$ cat config.mk
export PLATFORM = sky130hd
export DESIGN_NAME = nr_pdsch_bit_scrambler_flat
export DESIGN_NICKNAME = d
export VERILOG_FILES = /design/src/rtl/nrs_pkg.sv /design/src/rtl/nrs_chan_if.sv /design/src/rtl/nr_pdsch_bit_scrambler.sv /design/src/flat_wrapper.sv
export SDC_FILE = /design/constraint.sdc
export NUM_CORES = 1
export LEC_CHECK = 0
export BUFFER_PORTS_ARGS = -buffer_cell sky130_fd_sc_hd__buf_2
export CORE_ASPECT_RATIO = 0.9
export CORE_MARGIN = 2
export CORE_UTILIZATION = 45
export CTS_CLUSTER_SIZE = 16
export DETAILED_ROUTE_END_ITERATION = 10
export GPL_TIMING_DRIVEN = 1
export HOLD_SLACK_MARGIN = 0.05
export PLACE_DENSITY = 0.68
export SLEW_MARGIN = 20
export SYNTH_ARGS = -nofsm -noshare
export SYNTH_HDL_FRONTEND = slang
export SYNTH_SLANG_ARGS = --single-unit
$ cat constraint.sdc
create_clock -name clk -period 5.3 [get_ports clk]
set_input_delay 0.795 -clock clk [delete_from_list [all_inputs] [get_ports clk]]
set_output_delay 0.795 -clock clk [all_outputs]
set_load 0.02 [all_outputs]
$ cat src/rtl/nrs_pkg.sv
`timescale 1ns / 1ps
// nrs_pkg: gold sequence constants, register indexes and generator skip helpers
package nrs_pkg;

	localparam int LFSR_LEN  = 31;
	localparam int GOLD_SKIP = 1600;
	// skip is done in blocks of 32 steps so that no single loop runs long
	localparam int SKIP_BLK  = 32;
	localparam int SKIP_NBLK = GOLD_SKIP / SKIP_BLK;

	localparam int CFG_DATA_W = 16;
	localparam int CFG_IDX_W  = 2;

	localparam logic [CFG_IDX_W-1:0] REG_RNTI          = 2'd0;
	localparam logic [CFG_IDX_W-1:0] REG_SCRAMBLING_ID = 2'd1;
	localparam logic [CFG_IDX_W-1:0] REG_CODEWORD_IDX  = 2'd2;

	typedef logic [LFSR_LEN-1:0] lfsr_t;
	typedef logic [LFSR_LEN-1:0][LFSR_LEN-1:0] lfsr_mat_t;

	// one step of x1: x1(n+31) = x1(n+3) ^ x1(n)
	function automatic lfsr_t x1_step(input lfsr_t s);
		return {s[0] ^ s[3], s[LFSR_LEN-1:1]};
	endfunction

	// one step of x2: x2(n+31) = x2(n+3) ^ x2(n+2) ^ x2(n+1) ^ x2(n)
	function automatic lfsr_t x2_step(input lfsr_t s);
		return {s[0] ^ s[1] ^ s[2] ^ s[3], s[LFSR_LEN-1:1]};
	endfunction

	function automatic lfsr_t x1_skip(input lfsr_t s);
		lfsr_t r;
		r = s;
		for (int k = 0; k < SKIP_NBLK; k++) begin
			for (int j = 0; j < SKIP_BLK; j++) begin
				r = x1_step(r);
			end
		end
		return r;
	endfunction

	function automatic lfsr_t x2_skip(input lfsr_t s);
		lfsr_t r;
		r = s;
		for (int k = 0; k < SKIP_NBLK; k++) begin
			for (int j = 0; j < SKIP_BLK; j++) begin
				r = x2_step(r);
			end
		end
		return r;
	endfunction

	// x2 skip is linear: column b is the skipped image of seed bit b
	function automatic lfsr_mat_t x2_skip_cols();
		lfsr_mat_t m;
		for (int b = 0; b < LFSR_LEN; b++) begin
			m[b] = x2_skip(lfsr_t'(1) << b);
		end
		return m;
	endfunction

	localparam lfsr_t     X1_START     = x1_skip(lfsr_t'(1));
	localparam lfsr_mat_t X2_SKIP_COLS = x2_skip_cols();

	// x2 state 1600 steps past the seed, as an xor of constant columns
	function automatic lfsr_t x2_start(input lfsr_t seed);
		lfsr_t r;
		r = '0;
		for (int b = 0; b < LFSR_LEN; b++) begin
			if (seed[b]) begin
				r = r ^ X2_SKIP_COLS[b];
			end
		end
		return r;
	endfunction

endpackage

$ cat src/rtl/nrs_chan_if.sv
`timescale 1ns / 1ps
// nrs_chan_if: valid/ready channels for coded words in and scrambled words out
interface nrs_in_if #(
	parameter int WORD_BITS = 32
);
	logic                           valid;
	logic                           ready;
	logic [WORD_BITS-1:0]           coded_bits;
	logic [$clog2(WORD_BITS+1)-1:0] valid_count;
	logic                           first_word;
	logic                           last_word;

	modport source (output valid, output coded_bits, output valid_count,
		output first_word, output last_word, input ready);
	modport sink (input valid, input coded_bits, input valid_count,
		input first_word, input last_word, output ready);
endinterface

interface nrs_out_if #(
	parameter int WORD_BITS = 32
);
	logic                 valid;
	logic                 ready;
	logic [WORD_BITS-1:0] scrambled_bits;
	logic                 end_of_codeword;

	modport source (output valid, output scrambled_bits, output end_of_codeword,
		input ready);
	modport sink (input valid, input scrambled_bits, input end_of_codeword,
		output ready);
endinterface

$ cat src/rtl/nr_pdsch_bit_scrambler.sv
`timescale 1ns / 1ps
// nr_pdsch_bit_scrambler: gold sequence scrambler for packed codeword bits
//
// din carries one word of coded bits per beat, with its valid bit count and
// first/last word flags; dout carries one scrambled word per input beat, in
// order. a beat with first_word set reloads the generators from the seed
// rnti*2^15 + codeword_index*2^14 + scrambling_id, already skipped 1600 bits,
// and uses the sequence from c(0); every beat consumes WORD_BITS sequence bits.
// the config port (cfg_wr_en, cfg_index, cfg_data) writes rnti, scrambling id
// and codeword index; a new value takes effect at the next first word.
// throughput: one beat per cycle while dout is not held off, set by the unrolled lfsr lookahead that
// produces WORD_BITS sequence bits and the next generator state per cycle.
// path: each input beat passes the input register, then the output register,
// before it leaves as a result beat on dout.
// stall: while dout is held off the output register keeps its word and one
// more beat is taken into the input register; then din.ready drops.
// reset: both pipeline stages empty, config registers and generators zero,
// so words before any first word pass through with only the masking applied.
module nr_pdsch_bit_scrambler #(
	parameter int WORD_BITS = 32
) (
	input  logic                               clk,
	input  logic                               arst_n,
	nrs_in_if.sink                             din,
	nrs_out_if.source                          dout,
	input  logic                               cfg_wr_en,
	input  logic [nrs_pkg::CFG_IDX_W-1:0]      cfg_index,
	input  logic [nrs_pkg::CFG_DATA_W-1:0]     cfg_data
);

	localparam int CNT_W = $clog2(WORD_BITS + 1);
	localparam int LEN   = nrs_pkg::LFSR_LEN;
	localparam int EXT_W = WORD_BITS + LEN;

	// configuration registers
	logic [15:0] rnti_q;
	logic [9:0]  scr_id_q;
	logic        cw_idx_q;

	// generator windows, bit i = x(n+i)
	nrs_pkg::lfsr_t x1_q;
	nrs_pkg::lfsr_t x2_q;

	// input register stage
	logic                 valid_s1;
	logic [WORD_BITS-1:0] coded_s1;
	logic [CNT_W-1:0]     count_s1;
	logic                 first_s1;
	logic                 last_s1;

	// output register stage
	logic                 valid_s2;
	logic [WORD_BITS-1:0] scrambled_s2;
	logic                 eoc_s2;

	logic advance;     // stage 1 may move into stage 2
	logic move_s1;     // a word is processed this cycle
	logic take_in;     // an input beat is accepted

	nrs_pkg::lfsr_t       seed;
	nrs_pkg::lfsr_t       x1_cur;
	nrs_pkg::lfsr_t       x2_cur;
	logic [EXT_W-1:0]     x1_ext;
	logic [EXT_W-1:0]     x2_ext;
	logic [WORD_BITS-1:0] valid_mask;
	logic [WORD_BITS-1:0] scrambled_d;

	// handshake: output register frees when empty or taken
	assign advance = !valid_s2 || dout.ready;
	assign move_s1 = valid_s1 && advance;
	assign din.ready = !valid_s1 || advance;
	assign take_in = din.valid && din.ready;

	// config writes, out of range index ignored
	always_ff @(posedge clk or negedge arst_n) begin
		if (!arst_n) begin
			rnti_q   <= '0;
			scr_id_q <= '0;
			cw_idx_q <= 1'b0;
		end else if (cfg_wr_en) begin
			case (cfg_index)
				nrs_pkg::REG_RNTI:          rnti_q   <= cfg_data[15:0];
				nrs_pkg::REG_SCRAMBLING_ID: scr_id_q <= cfg_data[9:0];
				nrs_pkg::REG_CODEWORD_IDX:  cw_idx_q <= cfg_data[0];
				default: ;
			endcase
		end
	end

	// seed fields do not overlap, so the sum is a concatenation
	assign seed = {rnti_q[15:0], cw_idx_q, 4'b0000, scr_id_q};

	// first word restarts from the precomputed 1600 bit skip
	assign x1_cur = first_s1 ? nrs_pkg::X1_START : x1_q;
	assign x2_cur = first_s1 ? nrs_pkg::x2_start(seed) : x2_q;

	// lookahead: extend each window by WORD_BITS positions with the recurrences,
	// the xor depth grows only by one level per 28 positions
	always_comb begin
		x1_ext = '0;
		x2_ext = '0;
		x1_ext[LEN-1:0] = x1_cur;
		x2_ext[LEN-1:0] = x2_cur;
		for (int i = LEN; i < EXT_W; i++) begin
			x1_ext[i] = x1_ext[i-31] ^ x1_ext[i-28];
			x2_ext[i] = x2_ext[i-31] ^ x2_ext[i-30] ^ x2_ext[i-29] ^ x2_ext[i-28];
		end
	end

	// bits at and above the valid count come out zero; counts over the word
	// width keep every bit
	always_comb begin
		for (int j = 0; j < WORD_BITS; j++) begin
			valid_mask[j] = count_s1 > CNT_W'(j);
		end
	end

	assign scrambled_d = (coded_s1 ^ x1_ext[WORD_BITS-1:0] ^ x2_ext[WORD_BITS-1:0])
		& valid_mask;

	// generator state steps once per processed word
	always_ff @(posedge clk or negedge arst_n) begin
		if (!arst_n) begin
			x1_q <= '0;
			x2_q <= '0;
		end else if (move_s1) begin
			x1_q <= x1_ext[EXT_W-1:WORD_BITS];
			x2_q <= x2_ext[EXT_W-1:WORD_BITS];
		end
	end

	// input register
	always_ff @(posedge clk or negedge arst_n) begin
		if (!arst_n) begin
			valid_s1 <= 1'b0;
		end else if (din.ready) begin
			valid_s1 <= din.valid;
		end
	end

	always_ff @(posedge clk) begin
		if (take_in) begin
			coded_s1 <= din.coded_bits;
			count_s1 <= din.valid_count;
			first_s1 <= din.first_word;
			last_s1  <= din.last_word;
		end
	end

	// output register
	always_ff @(posedge clk or negedge arst_n) begin
		if (!arst_n) begin
			valid_s2 <= 1'b0;
		end else if (advance) begin
			valid_s2 <= valid_s1;
		end
	end

	always_ff @(posedge clk) begin
		if (move_s1) begin
			scrambled_s2 <= scrambled_d;
			eoc_s2       <= last_s1;
		end
	end

	assign dout.valid           = valid_s2;
	assign dout.scrambled_bits  = scrambled_s2;
	assign dout.end_of_codeword = eoc_s2;

	// a processed word always lands in the output register
	a_move_fills_out: assert property (@(posedge clk) disable iff (!arst_n)
		move_s1 |=> valid_s2)
		else $error("processed word did not reach output register");

	// a first word always leaves x1 running (it never returns to all zero)
	a_x1_loaded: assert property (@(posedge clk) disable iff (!arst_n)
		(move_s1 && first_s1) |=> (x1_q != '0))
		else $error("x1 generator not loaded on first word");

	// generators hold while no word is processed
	a_lfsr_hold: assert property (@(posedge clk) disable iff (!arst_n)
		!move_s1 |=> ($stable(x1_q) && $stable(x2_q)))
		else $error("generator state moved without a processed word");

	// an empty input register never blocks the input side
	a_ready_empty: assert property (@(posedge clk) disable iff (!arst_n)
		!valid_s1 |-> din.ready)
		else $error("input held off with empty input register");

endmodule
$ cat src/flat_wrapper.sv
// flat-port wrapper written by rule: the top's interface ports become plain ports
module nr_pdsch_bit_scrambler_flat 
#(
	parameter int WORD_BITS = 32
)
  (clk, arst_n, cfg_wr_en, cfg_index, cfg_data, din_valid, din_coded_bits, din_valid_count, din_first_word, din_last_word, din_ready, dout_valid, dout_scrambled_bits, dout_end_of_codeword, dout_ready);
  nrs_in_if #(.WORD_BITS(WORD_BITS)) din_i ();
  nrs_out_if #(.WORD_BITS(WORD_BITS)) dout_i ();
  input  logic clk;
  input  logic arst_n;
  input  logic cfg_wr_en;
  input  logic [nrs_pkg::CFG_IDX_W-1:0] cfg_index;
  input  logic [nrs_pkg::CFG_DATA_W-1:0] cfg_data;
  input wire logic [$bits(din_i.valid)-1:0] din_valid;
  input wire logic [$bits(din_i.coded_bits)-1:0] din_coded_bits;
  input wire logic [$bits(din_i.valid_count)-1:0] din_valid_count;
  input wire logic [$bits(din_i.first_word)-1:0] din_first_word;
  input wire logic [$bits(din_i.last_word)-1:0] din_last_word;
  output wire logic [$bits(din_i.ready)-1:0] din_ready;
  output wire logic [$bits(dout_i.valid)-1:0] dout_valid;
  output wire logic [$bits(dout_i.scrambled_bits)-1:0] dout_scrambled_bits;
  output wire logic [$bits(dout_i.end_of_codeword)-1:0] dout_end_of_codeword;
  input wire logic [$bits(dout_i.ready)-1:0] dout_ready;
  assign din_i.valid = din_valid;
  assign din_i.coded_bits = din_coded_bits;
  assign din_i.valid_count = din_valid_count;
  assign din_i.first_word = din_first_word;
  assign din_i.last_word = din_last_word;
  assign din_ready = din_i.ready;
  assign dout_valid = dout_i.valid;
  assign dout_scrambled_bits = dout_i.scrambled_bits;
  assign dout_end_of_codeword = dout_i.end_of_codeword;
  assign dout_i.ready = dout_ready;
  nr_pdsch_bit_scrambler #(.WORD_BITS(WORD_BITS)) u_core (.clk(clk), .arst_n(arst_n), .din(din_i), .dout(dout_i), .cfg_wr_en(cfg_wr_en), .cfg_index(cfg_index), .cfg_data(cfg_data));
endmodule
# After elaboration in Yosys (flattened, before gate mapping)
# Index checks and enable logic that the tools add are counted.
[classes]
muxes = 29
eq_ne = 2
reduce_logical = 10
bitwise_logic = 157
magnitude_cmp = 32
[ops]
columns = ["op", "count"]
rows = [
  ["two-way mux 31 bit", 16],
  ["bitwise XOR 1 bit", 128],
  ["two-way mux 30 bit", 4],
  ["> comparator 6 x 5 -> 1 bit (second input constant)", 16],
  ["two-way mux 29 bit", 3],
  ["inverter 11 bit", 6],
  ["bitwise XOR 32 bit", 2],
  ["two-way mux 28 bit", 2],
  ["two-way mux 27 bit", 2],
  ["inverter 18 bit", 3],
  ["inverter 9 bit", 6],
  ["two-way mux 26 bit", 2],
  ["inverter 17 bit", 3],
  ["> comparator 6 x 4 -> 1 bit (second input constant)", 8],
  ["inverter 12 bit", 3],
  ["AND 32 bit", 1],
  ["inverter 10 bit", 3],
  ["> comparator 6 x 3 -> 1 bit (second input constant)", 4],
  ["inverter 19 bit", 1],
  ["inverter 16 bit", 1],
  ["> comparator 6 x 1 -> 1 bit (second input constant)", 2],
  ["> comparator 6 x 2 -> 1 bit (second input constant)", 2],
  ["AND reduction 2 bit", 3],
  ["== test 2 x 1 -> 1 bit (second input constant)", 1],
  ["5 further kinds", 8],
]
[word_totals]
reg_bits = 164
output_inout_bits = 35
inputBits = 63
elab_cells = 243

# Logic depth before layout (Yosys ltp)
# Gate-level depths: netlist of run 1.
[depth]
word_depth = 60
ltp_mapped = 8
ltp_nobuf = 7

# Worst setup path before layout of run 1
# OpenSTA, ideal clock, no wires.
[synth_timing]
path_type = "register -> register"
startpoint = "reg u_core.scr_id_q[5]"
endpoint = "reg u_core.x2_q[19]"
path_slack_ns = 2.674
t_arrival_ns = 2.549
n_path_buf = 1
required_ns = 5.224
setup_ns = 0.076
stages_incl_launch_ff = 9
period_less_slack_ns = 2.626
path_cell_list = "dfrtp_1 > buf_2 > xnor2_1 > xnor3_2 > xnor3_1 > mux2i_2 > xnor2_2 > xor3_1 > o21ai_1"
[synth_via]
elab_chain_cells = 36
word_cells_on_any_way = 44
classes_between = "mux: 23; bitwise: 21"
[synth_rtl]
columns = ["element", "line", "text"]
rows = [
  ["start: declaration", "nr_pdsch_bit_scrambler.sv:37", "logic [9:0] scr_id_q;"],
  ["start signal: assignment", "nr_pdsch_bit_scrambler.sv:83", "nrs_pkg::REG_SCRAMBLING_ID: scr_id_q <= cfg_data[9:0];"],
  ["two-way mux 31 bit (*)", "nrs_pkg.sv:70", "if (seed[b]) begin"],
  ["inverter 17 bit (no source line)", "--", ""],
  ["two-way mux 30 bit (*)", "nrs_pkg.sv:70", ""],
  ["inverter 17 bit (no source line)", "--", ""],
  ["two-way mux 31 bit (*)", "nrs_pkg.sv:70", ""],
  ["inverter 17 bit (no source line)", "--", ""],
  ["two-way mux 31 bit (*) (2 in series)", "nrs_pkg.sv:70", ""],
  ["inverter 12 bit (no source line) or two-way mux 31 bit (tied branches)", "--", ""],
  ["(+19 left out)", "--", ""],
  ["two-way mux 28 bit (*)", "nrs_pkg.sv:70", ""],
  ["inverter 9 bit (no source line) or two-way mux 28 bit (tied branches)", "--", ""],
  ["two-way mux 29 bit (*)", "nrs_pkg.sv:70", ""],
  ["two-way mux 30 bit (*)", "nrs_pkg.sv:70", ""],
  ["two-way mux 31 bit (*)", "nr_pdsch_bit_scrambler.sv:95", "assign x2_cur = first_s1 ? nrs_pkg::x2_start(seed) : x2_q;"],
  ["bitwise XOR 1 bit or two-way mux 31 bit (tied branches)", "nr_pdsch_bit_scrambler.sv:106, nr_pdsch_bit_scrambler.sv:95", ""],
  ["bitwise XOR 1 bit", "nr_pdsch_bit_scrambler.sv:106", "x2_ext[i] = x2_ext[i-31] ^ x2_ext[i-30] ^ x2_ext[i-29] ^ x2_ext[i-28];"],
  ["bitwise XOR 1 bit (*)", "nr_pdsch_bit_scrambler.sv:106", ""],
  ["end signal: assignment", "nr_pdsch_bit_scrambler.sv:128", "x2_q <= x2_ext[EXT_W-1:WORD_BITS];"],
  ["end: declaration", "nr_pdsch_bit_scrambler.sv:42", "nrs_pkg::lfsr_t x2_q;"],
]
# Mark *: on every way between the ends. The rest lies on a longest branch, timed or not.
# A chain may end at the register's enable or synchronous reset.

# Worst setup path in the final report of run 1
# Ends and elaborated chain as after synthesis.

==> results of run 1 <==
-- state kept, by name, summed over array words and instances, names as in the netlist --
name	flops
u_core.dout.valid	1
u_core.x2_q	31
u_core.dout.scrambled_bits	32
u_core.x1_q	31
u_core.coded_s1	32
u_core.count_s1	6
u_core.last_s1	1
u_core.first_s1	1
u_core.valid_s1	1
u_core.dout.end_of_codeword	1
u_core.scr_id_q	10
u_core.cw_idx_q	1
u_core.rnti_q	16
-- cell usage in the layout (no fill, tap or decap), types with 11 or more instances in the layout --
cell type,n
sky130_fd_sc_hd__xnor2_1,161
sky130_fd_sc_hd__a21oi_1,25
sky130_fd_sc_hd__edfxtp_1,73
sky130_fd_sc_hd__o31ai_1,19
sky130_fd_sc_hd__buf_2,96
sky130_fd_sc_hd__o21ai_0,44
sky130_fd_sc_hd__xnor3_1,36
sky130_fd_sc_hd__xor3_1,11
sky130_fd_sc_hd__nand2_1,72
sky130_fd_sc_hd__xor2_1,54
sky130_fd_sc_hd__nor2_1,45
sky130_fd_sc_hd__mux2_2,29
sky130_fd_sc_hd__nor2b_1,21
sky130_fd_sc_hd__mux2i_1,15
sky130_fd_sc_hd__dfrtp_1,91
sky130_fd_sc_hd__clkbuf_16,17
-- routing by layer --
layer	share of wire	routed length, um	vias to the layer above	GRT usage
met3	0.071	1610	25	0.0544
met4	0.017	376	0	0.0550
li1	-	-	2874	-
met5	0	0	-	0
met2	0.46	10300	198	0.314
met1	0.45	10300	2969	0.278
-- worst paths after layout --
path | endpoint | slack (ns) | startpoint
worst max register to register | u_core.x2_q[19] | 2.17 | u_core.scr_id_q[5]
worst min register to register | u_core.dout.end_of_codeword | 0.44 | u_core.last_s1
max in group asynchronous | u_core.x1_q[17] | 3.81 | arst_n
min in group clk | u_core.dout.end_of_codeword | 0.44 | u_core.last_s1
worst min-delay path | u_core.rnti_q[2] | 0.38 | arst_n
worst max-delay path | u_core.x2_q[19] | 2.17 | u_core.scr_id_q[5]
-- area by class of cell --
| class | instances | share of cell area |
|---|---|---|
| Inverter | 5 | 0.00167 |
| Tap cell | 291 | 0.0325 |
| Clock inverter | 11 | 0.0155 |
| Sequential cell | 164 | 0.398 |
| Timing Repair Buffer | 101 | 0.0473 |
| Clock buffer | 21 | 0.0402 |
| Multi-Input combinational cell | 592 | 0.464 |
-- worst reg2reg max path: cells and delay by family (launching register included) --
kind / cells / cell delay [ns]
XOR/XNOR: 5 / 2.10
flip-flops: 1 / 0.46
AO/OA/AOI/OAI: 1 / 0.12
multiplexers: 1 / 0.37
-- stage by stage --
stage	utilization	instances	hold slack [ns]
floorplan	-	816	0.400
global placement	0.489	1153	0.408
detailed placement	0.489	1153	0.422
CTS	0.518	1185	0.389
global route	0.518	1185	0.408
finish	0.518	1185	0.376
-- kinds of logic after synthesis --
kind of cell,after synthesis,share of synthesized area
AOI/OAI and AO/OA,97,0.0552
xor gates and xnor gates,278,0.330
buffers and inverters,60,0.0251
DFF,164,0.451
muxes,54,0.0656
and+or+nand+nor,163,0.0729
==> results list, run 1 <==
- Class of the most critical setup path: reg2reg
- Critical Path RT: 5.65 ns
* FF-to-FF path depth: 7
* Maximum clock insertion buffer count: 2
* Yosys top cell by area: sky130_fd_sc_hd__dfrtp_1
- The share of the Yosys chip area taken by registers is 0.451.
- In this design, the stage delay of the slowest critical-path cell is 0.62 ns.
- Final weighted congestion of routability-driven global placement: 0.893
* Fraction of final layout cells with drive strength greater than 1: 0.211
- The max-slew violation total from the final report came to 0.
* Final sum of negative setup slack: 0 ns
- Main area contributors after synthesis: sky130_fd_sc_hd__dfrtp_1 23%, sky130_fd_sc_hd__edfxtp_1 22%, sky130_fd_sc_hd__xnor2_1 14%, sky130_fd_sc_hd__xnor3_1 8.2%, sky130_fd_sc_hd__xor2_1 4.8%
- A synthesized cell averages 12.1 um^2.
- Total via count after detailed routing: 6,066
- The layout has 1,910 filler cells.
* Wire length of the first global-routing pass: 34,500 um
- Mapped Cells: 816
* Final net count: 944
- Element type at the critical path start: register
- Final Cell Area: 11,200 um^2
- Summing every instance area after synthesis gives 9900 um^2.
* Clock latency of the later-clocked register in the worst-skew pair: 0.43 ns
- Among cell families on the critical path, the largest total delay comes from XOR/XNOR gates.
- Clk pin slew, worst setup/hold paths: 0.07 ns
- The number of different library cells used by synthesis comes to 43.
- DIE AREA: 23,200 um^2
* Arr. time, crit path: 3.48 ns
- Counting I/O delays and the setup requirement, the final critical path takes 3.13 ns.
* Number of clock sinks seen by CTS: 164
- Setup repair after global routing left no endpoint under its margin.
* Core area: 21,600 um^2
* Iteration-0 DRC count of the detailed router: 397
* CTS Buf Count: 17
- Most instantiated flip-flop cell in the synthesis netlist: sky130_fd_sc_hd__dfrtp_1
- Setup slack at placement: 2.26 ns
* Post-detailed-route DRC marker count: 0
* Post_cts resized: 0
- Counting buffers and inverters, the worst setup path is 7 cells deep.
- Die span in y: 145 um
- Setup violations remaining at the end of the flow were counted as 0.
* Post-synthesis register bit count: 164
- Across the run, the number of max-cap violations was 0.
* Average wire per standard cell: 19.1 um
- Overflow left after global routing: 0
- In the post-synthesis netlist, the cell with the most instances is sky130_fd_sc_hd__xnor2_1.
- Of the post-synthesis cell area, the dominant cell type holds 0.230.
- For this design, the CTS-stage hold fixing added 0 buffers.
* Layout area overhead: 13.2%
* # diodes: 0
- TritonCTS clock tree: done
- Master cell of the clock root buffer: sky130_fd_sc_hd__clkbuf_16
- HPWL reported at the end of detailed placement: 16,500 um
- Port buffering added 97 buffers.
* Number of vias per cell after detailed routing: 5.12
* Register area: 4470 um^2
- Total Routing Usage GR: 0.201
* Slowest stage cell on the critical path: sky130_fd_sc_hd__xnor2_1
- Total detailed-routing wirelength: 22,600 um
- Crit path cell chain: xnor2_1, xnor3_2, xnor3_1, mux2i_2, xnor2_2, xor3_1, o21ai_1
- Crit path buffers/inverters: 0
* Number of antenna violations at the first check in global routing: 0
- Multi-input gate area: 5210 um^2
- The die is 160 um wide.
- Headroom to the max-slew limit came out at 0.355.
- In this run, synthesis inferred 73 flip-flops with an integrated enable.
- Commonest cells in the netlist: 161 x sky130_fd_sc_hd__xnor2_1, 91 x sky130_fd_sc_hd__dfrtp_1, 73 x sky130_fd_sc_hd__edfxtp_1, 73 x sky130_fd_sc_hd__nand2_1, 54 x sky130_fd_sc_hd__xor2_1
* Clock Skew: 0.0106 ns
- In this run the count of I/O pins placed on the die edge is 98.
* Number of rows created at floorplan: 51
- Yosys printed 0 warnings.
* CTS HTree Levels: 4
- Final Hold Viols: 0
- Of the available clock period, the critical path in the final layout requires 0.591.
- For this run, asynchronously set or reset flops after synthesis account for 0.555.
- Worst Setup End Kind: register
- Setup bufs post-CTS: 0
- Entering global routing, the biggest net connects 124 pins.
- Synthesis produced a netlist with a net count of 879.
- Setup slack closes at 2.17 ns.
- The flow ran to the end, and the final reports show no timing, DRC or antenna violations.
- The first detailed-routing pass took 6 iterations.
- Via count of the first global-routing pass: 5,920
* Effective utilization at floorplan: 0.458
- For the pin with the worst max-slew slack, the measured transition is 0.967 ns.
- In this run the worst hold path is classified as in2async.
* Cell area after placement: 10,600 um^2
- For this run, the top clock speed supported by timing is 319 MHz.
- In this run the remaining antenna-violating nets after routing total 0.
- Of all nets on the critical path, the largest fanout is 5.
Power of run 1 is left out: the tool's default activity adds up to more than one toggle a clock period on the data nets, which glitch-free logic cannot reach.
==> run 2, diff against run 1 <==
clock period = 3.1 ns   (was 5.3 ns; I/O delays follow)
==> run 2 against run 1 <==
Net effect:
- worst setup slack lost 2.0 ns
- sequential share of layout area is 0.92 points lower
- non-clock buffer count is 32 higher
- final cell count increased by 2.7%
- critical path type unchanged
- largest cell class unchanged
- design area rose by 2.4%
- die area did not move
- clock skew rose by 0.0017 ns
- global-route usage up 0.56 points
==> results list, run 2 (synthesis gave the netlist of run 1 again) <==
- Die width: 160 um (unchanged)
- Final non-filler cell total: 1,217 (+2.7%)
- The max-slew violation total from the final report is 0 (unchanged).
* # diodes: 0 (unchanged)
- The setup TNS came to 0 ns (unchanged).
- The minimum clock period after layout was 2.90 ns (-0.236 ns).
- The height of the chip is 145 um (unchanged).
* Clock latency of the later-clocked register in the worst-skew pair: 0.44 ns (about the same)
- Effective utilization at floorplan: 0.458 (unchanged)
* Worst Setup End Kind: register
* Final weighted congestion of routability-driven global placement: 0.888 (-0.62%)
* Final Hold Viols: 0 (unchanged)
- The fmax is 345 MHz (+8.1%).
* Total via count after detailed routing: 6,089 (+0.38%)
- TritonCTS clock tree: done
- The largest net degree at the start of global routing was 123 (-0.81%).
* Final net count: 976 (+3.4%)
- Status: finished clean
- The number of design rule violations left after detail routing came to 0 (unchanged).
- Reg-to-reg startpoint: u_core.scr_id_q[5]
- The endpoint identified for the worst register-to-register timing path is u_core.x2_q[8].
* HPWL reported at the end of detailed placement: 16,900 um (+2.5%)
- STA classifies the critical path startpoint as a register.
* Fill cell instance count of the final layout: 1,878 (-1.7%)
* CTS HTree Levels: 4 (unchanged)
- The area of the core was 21,600 um^2 (unchanged).
- The data required time at the worst endpoint came to 3.40 ns (-2.25 ns).
- Most frequent cells in the layout: 161 x sky130_fd_sc_hd__xnor2_1, 96 x sky130_fd_sc_hd__buf_2, 91 x sky130_fd_sc_hd__dfrtp_1
- The max-cap check violation count is 0 (unchanged).
- Total detailed-routing wirelength: 22,800 um (+1.1%)
- From synthesis to final layout, the design area changed by 15.9%.
* Rel. slew slack: 0.477 (+0.121)
- The utilization after layout came to 0.531 (+0.0122).
* Worst Tran Pin Value: 0.778 ns (-0.189 ns)
- Average wire per standard cell: 18.8 um (-1.5%)
* Placed Cells incl. Taps: 1,184 (+2.7%)
- The vias per cell is 5.00 (-2.3%).
* Clk pin slew, worst setup/hold paths: 0.07 ns (about the same)
* Number of nets with antenna violations after routing: 0 (unchanged)
* Via count of the first global-routing pass: 5,996 (+1.3%)
- Number of buffers inserted by port buffering: 97 (unchanged)
- The data arrival at the endpoint of the critical path was 3.19 ns (-0.29 ns).
* Iteration-0 DRC count of the detailed router: 508 (+28%)
- The number of antenna violations at the first check in global routing was 0 (unchanged).
- The total global routing track utilization came to 0.206 (+0.00560).
- CTS placed an instance of sky130_fd_sc_hd__clkbuf_16 at the clock tree root.
- Final clock period utilization by the worst path: 0.934 (+0.343)
- Number of rows created at floorplan: 51 (unchanged)
* First-pass iteration count of the detailed router: 4 (-2)
- Register-to-register setup slack: 0.20 ns (-1.96 ns)
- Commonest non-fill, non-tap cell in the layout: sky130_fd_sc_hd__xnor2_1
- Fraction of final layout cells with drive strength greater than 1: 0.240 (+0.0283)
- The maximum net fanout on the critical path was 5 (unchanged).
- Clock Skew: 0.0123 ns (+0.00166 ns)
* Count of endpoints failing setup in the final report: 0 (unchanged)
* Number of clock sinks seen by CTS: 164 (unchanged)
* RSZ-0062 raised after global routing: no
- Class of the most critical setup path: reg2reg
* Maximum clock insertion buffer count: 2 (unchanged)
* Worst min path class: in2reg
- Startpoint of the tightest hold check path: din_coded_bits[31]
- The path with the worst hold slack has its endpoint at u_core.coded_s1[31].
* FF-to-FF path depth: 7 (unchanged)
* Overflow left after global routing: 0 (unchanged)
- Worst hold path stage count: 1
- The full die area is 23,200 um^2 (unchanged).
- The first-pass GRT wire length came to 35,300 um (+2.3%).
- The number of top-level pins was 98 (unchanged).
- The count of cells resized by post-cts repair was 0 (unchanged).
* CTS Buf Count: 17 (unchanged)
[run 2: cell types whose count changed in the layout (fill, tap and decap cells not counted), sizes merged]
| cell | delta |
|---|---|
| clkinv | +2 |
| inv | +2 |
| clkbuf | -2 |
| buf | +31 |
| dlygate4sd3 | +1 |
| clkinvlp | -1 |
| bufinv | -1 |
[run 2: worst max path at each step]
stage,from,to,slack [ns],depth (start not counted)
floorplan,u_core.scr_id_q[5],u_core.x2_q[19],0.47,8
global placement,u_core.rnti_q[10],u_core.x2_q[15],0.28,7
detailed placement,u_core.scr_id_q[5],u_core.x2_q[8],0.22,7
CTS,u_core.scr_id_q[5],u_core.x2_q[8],0.22,7
global route,u_core.rnti_q[10],u_core.x2_q[15],0.03,7
finish,u_core.scr_id_q[5],u_core.x2_q[8],0.20,7
[run 2: layout make-up]
type | count | area, um^2 | share of cell area
clock inverter | 13 | 174 | 0.0151
timing repair buffer | 133 | 811 | 0.0706
tap | 291 | 364 | 0.0317
clock buffer | 19 | 443 | 0.0386
multi-input combinational | 592 | 5200 | 0.453
sequential | 164 | 4470 | 0.389
inverter | 5 | 18.8 | 0.00163
[run 2: through the flow]
stage / setup WS (ns) / instance area [um^2] / hold WS [ns]
2_1_floorplan: 0.474 / 9900 / 0.169
3_3_place_gp: 0.283 / 10900 / 0.401
3_5_place_dp: 0.216 / 10900 / 0.409
4_1_cts: 0.222 / 11500 / 0.181
5_1_grt: 0.0283 / 11500 / 0.185
6_report: 0.204 / 11500 / 0.198
[run 2: worst max-delay path, stage by stage, from the launching register on]
cell	delay, ns
sky130_fd_sc_hd__dfrtp_1	0.46
sky130_fd_sc_hd__xnor3_1	0.53
sky130_fd_sc_hd__xnor2_2	0.30
sky130_fd_sc_hd__xnor3_1	0.37
sky130_fd_sc_hd__mux2i_1	0.49
sky130_fd_sc_hd__xnor2_1	0.29
sky130_fd_sc_hd__xnor2_1	0.23
sky130_fd_sc_hd__o21ai_0	0.09
[run 2: what timing repair did]
action / in CTS / in global routing
hold endpoints to repair: 26 / 0
hold buffers: 1 / 0
buffers inserted: 0 / 0
[run 2: per-layer routing]
metal,track usage,up-vias,share of wire
met4,0.0806,0,0.024
met3,0.0379,35,0.052
li1,-,2930,-
met2,0.323,168,0.47
met5,0,-,0
met1,0.289,2956,0.46
Power of run 2 is left out for the same reason.
==> run 3, diff against run 2 <==
ABC_AREA = 1   (was not set)
==> run 3 against run 2 <==
Net effect:
- area after synthesis grew 16%
- clock skew grew 0.0018 ns
- via count up 72%
- global-route usage grew 4.9 points
- clock-buffer cell count fell by 2
- non-clock buffer count down 21
- final cell count grew 64%
- die area grew 15%
- worst setup slack better by 0.16 ns
==> results list, run 3 <==
- The H-tree depth reported by CTS came to 4 (unchanged).
- The critical path in this run is classified as reg2reg.
- Largest net degree at the start of global routing: 89 (-28%)
* First element of the critical path: u_core.rnti_q[8]
- Arr. time, crit path: 3.07 ns (-0.12 ns)
- The first-pass GRT wire length came to 52,200 um (+48%).
- Mapped Cells: 1,565 (+92%)
- Slowest stage cell on the critical path: sky130_fd_sc_hd__dfrtp_1
- STA classifies the critical path endpoint as a register.
- Crit Path Max Fanout: 12 (+7)
- Register-to-register setup slack: 0.36 ns (+0.16 ns)
* Capture point of the worst reg-to-reg path: u_core.x2_q[30]
- The die span in x was 172 um (+7.5%).
* Library cell with the highest instance count after synthesis: sky130_fd_sc_hd__nand2_1
* Rel. slew slack: 0.358 (-0.118)
- The vias per cell was 5.22 (+4.4%).
- The worst-case clock skew came to 0.0140 ns (+0.00177 ns).
- The placed wire-length estimate after detailed placement is 25,300 um (+49%).
* DIE AREA: 26,800 um^2 (+15%)
- The remaining number of nets flagged by the antenna check after routing was 0 (unchanged).
- The library cells used most frequently in the layout, excluding fill and tap cells, are 572 x sky130_fd_sc_hd__nand2_1, 170 x sky130_fd_sc_hd__nand3_1, 126 x sky130_fd_sc_hd__inv_1.
* Share of synthesized cell area in and, or, nand and nor gates: 0.351 (+0.278)
- The run finished with clean final reports.
- The detailed-route wire length came to 33,300 um (+46%).
* Register area: 4470 um^2 (unchanged)
- Total power density per cell area: 954 nW/um^2
- Average wire per standard cell: 16.6 um (-11%)
* Post-synthesis register bit count: 164 (unchanged)
* TritonCTS clock tree: done
* Main area contributors after synthesis: sky130_fd_sc_hd__dfrtp_1 20%, sky130_fd_sc_hd__edfxtp_1 19%, sky130_fd_sc_hd__nand2_1 19%, sky130_fd_sc_hd__nand3_1 7.4%, sky130_fd_sc_hd__xor2_1 5.6%
- Final clock period utilization by the worst path: 0.883 (-0.0514)
- Crit path buffers/inverters: 1 (+1)
- Max Slew Vio Count: 0 (unchanged)
- The area of the core was 25,100 um^2 (+16%).
- The worst-case IR drop observed on VDD is 435 uV.
* End point of the critical path: u_core.x2_q[30]
* Synth Cell Area: 11,500 um^2 (+16%)
- Number of buffers inserted by port buffering: 97 (unchanged)
- Final sum of negative setup slack: 0 ns (unchanged)
- Setup repair after global routing left no endpoint under its margin.
* Gate family responsible for the most delay along the worst path: simple AND/OR/NAND/NOR gates
- Number of placed I/O pins: 98 (unchanged)
- Final Hold Viols: 0 (unchanged)
- The number of design rule violations left after detail routing was 0 (unchanged).
- Total Routing Usage GR: 0.255 (+0.0485)
* Clk pin slew, worst setup/hold paths: 0.07 ns (about the same)
- CTS Buf Count: 17 (unchanged)
- The number of cells traversed by the worst register-to-register path came to 15 (+8).
* Crit path cell chain: inv_1, nand2_1, nand2_1, nand2_1, nand2_1, nand2_1, nand3_1, nand3_2, nand2_2, xnor2_1, nand3_1, nand2_1, nand2_1, nand3_1, nand2_1
* Setup ws final: 0.364 ns (+0.159 ns)
* First-pass iteration count of the detailed router: 6 (+2)
* Combinational family with the most area after synthesis: simple AND/OR/NAND/NOR gates
* Worst min path class: in2async
- Clock tree synthesis selected as its root buffer the cell sky130_fd_sc_hd__clkbuf_16.
- The height of the chip came to 156 um (+7.5%).
* Effective utilization at floorplan: 0.457 (-0.000777)
- The synthesized netlist net count was 1,628 (+85%).
* Setup bufs post-CTS: 0 (unchanged)
- Summed over all instances, the cell type with the most area after synthesis is sky130_fd_sc_hd__dfrtp_1.
- The complex-gate fraction of the synthesized area came to 0.0736 (+0.0184).
- Layout area overhead: 11.4%
- By count the netlist is led by 573 x sky130_fd_sc_hd__nand2_1, 170 x sky130_fd_sc_hd__nand3_1, 126 x sky130_fd_sc_hd__inv_1, 91 x sky130_fd_sc_hd__dfrtp_1, 74 x sky130_fd_sc_hd__xor2_1.
- Static leakage: 0.00645 uW
- The clock latency on the worst-skew pair came to 0.44 ns (about the same).
- The global-route congestion overflow total is 0 (unchanged).
- Via count of the first global-routing pass: 9,662 (+61%)
- In this run the critical register-to-register path is launched from u_core.rnti_q[8].
- Multiplexer area fraction after synthesis: 0.000981 (-0.0646)
* Max-cap violations: 0 (unchanged)
* Mean cell area of the mapped netlist: 7.34 um^2 (-40%)
- Element type at the critical path start: register
* Number of clock sinks seen by CTS: 164 (unchanged)
- EDFF count, synth: 73 (unchanged)
* # diodes: 0 (unchanged)
- Maximum clock insertion buffer count: 2 (unchanged)
- The final net count was 1,707 (+75%).
* WP depth: 15 (+8)
- Delay of the slowest cell on the worst path: 0.78 ns (+0.25 ns)
- The fill cell instance count of the final layout was 2,400 (+28%).
- Setup slack at placement: 0.413 ns (+0.197 ns)
* Critical Path RT: 3.43 ns (+0.03 ns)
- Post-CTS Hold Buffers: 0 (-1)
- Arithmetic-cell share of the synthesized area counting full adders, half adders and majority gates: 0 (unchanged)
* Worst Tran Pin Value: 0.960 ns (+0.182 ns)
- The number of DRC markers after the initial detailed-route iteration is 1,113 (+120%).
* Multi-input gate area: 6130 um^2 (+18%)
- Leaving out fill and tap cells, the most frequent cell in the layout is sky130_fd_sc_hd__nand2_1.
- Warnings, synthesis: 0 (unchanged)
- The routability-driven placement congestion ratio came to 0.948 (+6.8%).
- Share of the synthesized area in the top cell type: 0.198 (-0.0316)
- FFs w/ async S/R, synth: 0.555 (unchanged)
- Count of endpoints failing setup in the final report: 0 (unchanged)
* Final critical path time including I/O delays and setup: 2.74 ns (-0.159 ns)
- The distinct cell type count of the synthesized netlist is 52 (+21%).
- Among all flip-flop cells after synthesis, the most frequent one is sky130_fd_sc_hd__dfrtp_1.
- The via count was 10,444 (+72%).
- The count of cells resized by post-cts repair was 0 (unchanged).
- Achievable Freq: 365 MHz (+5.8%)
- In this design, the critical path's most frequently occurring cell is sky130_fd_sc_hd__nand2_1.
- The post-synthesis sequential area ratio is 0.389 (-0.0620).
* Fraction of final layout cells with drive strength greater than 1: 0.167 (-0.0726)
- Number of antenna violations at the first check in global routing: 0 (unchanged)
- Number of rows created at floorplan: 55 (+7.8%)
* Post-synthesis share of cell area spent on xor and xnor gates: 0.108 (-0.222)
## run 3: cell count changes in the layout (fill, tap and decap cells not counted), moves of 36 or more
cell / change
sky130_fd_sc_hd__nand2_1: +500
sky130_fd_sc_hd__xnor3_1: -36
sky130_fd_sc_hd__nand2_2: +58
sky130_fd_sc_hd__nand3_1: +166
sky130_fd_sc_hd__inv_1: +121
sky130_fd_sc_hd__xnor2_1: -113
## run 3: final cells by class
type,instances,share of cell area
Clock buffer,17,0.0332
Clock inverter,15,0.0126
Inverter,149,0.0443
Multi-Input combinational cell,1200,0.479
Sequential cell,164,0.349
Tap cell,342,0.0334
Timing Repair Buffer,112,0.0479
## run 3: metal layers
| layer | vias up | wire (um) | track usage |
|---|---|---|---|
| li1 | 5131 | - | - |
| met5 | - | 0 | 0 |
| met1 | 4887 | 15700 | 0.379 |
| met2 | 384 | 14600 | 0.386 |
| met3 | 42 | 2460 | 0.0457 |
| met4 | 0 | 497 | 0.0616 |
## run 3: worst reg2reg max path: cells and delay by family (launching register included)
| family | cells | cell delay [ns] |
|---|---|---|
| AND/OR/NAND/NOR | 13 | 1.20 |
| flip-flops | 1 | 0.78 |
| XOR/XNOR | 1 | 0.35 |
| buffers and inverters | 1 | 0.30 |
## run 3: logic make-up after synthesis
family | after synthesis
compound gates | 150
xor+xnor | 132
buf+inv | 201
flops | 164
mux | 1
simple gates | 917
## run 3: worst min-delay path by stage
stage | from | end | slack (ns) | cells after the start
final | arst_n | u_core.rnti_q[8] | 0.05 | 1
after global routing | arst_n | u_core.rnti_q[8] | 0.09 | 1
after CTS | arst_n | u_core.rnti_q[8] | 0.08 | 1
after detailed placement | u_core.last_s1 | u_core.dout.end_of_codeword | 0.41 | 0
after global placement | u_core.last_s1 | u_core.dout.end_of_codeword | 0.40 | 0
after floorplan | arst_n | u_core.cw_idx_q | 0.17 | 0
## run 3: report_power, final
part | internal, uW | switching (uW) | leakage (uW) | total [uW]
Combinational | 2180 | 4360 | 0.00436 | 6550
Sequential | 3010 | 509 | 0.00180 | 3520
Clock | 1080 | 1060 | 0.000288 | 2140
## run 3: stage by stage
stage / instances / total power [uW] / hold WS (ns) / instance area [um^2] / util
finish: 1999 / 12200 / 0.0489 / 12800 / 0.509
global route: 1999 / 13200 / 0.0911 / 12800 / 0.509
CTS: 1999 / 12200 / 0.0758 / 12800 / 0.509
detailed placement: 1967 / 9970 / 0.412 / 12200 / 0.486
global placement: 1967 / 9860 / 0.402 / 12200 / 0.486
floorplan: 1565 / 8360 / 0.169 / 11500 / -
Note: power is estimated with default switching activity, not from simulation.
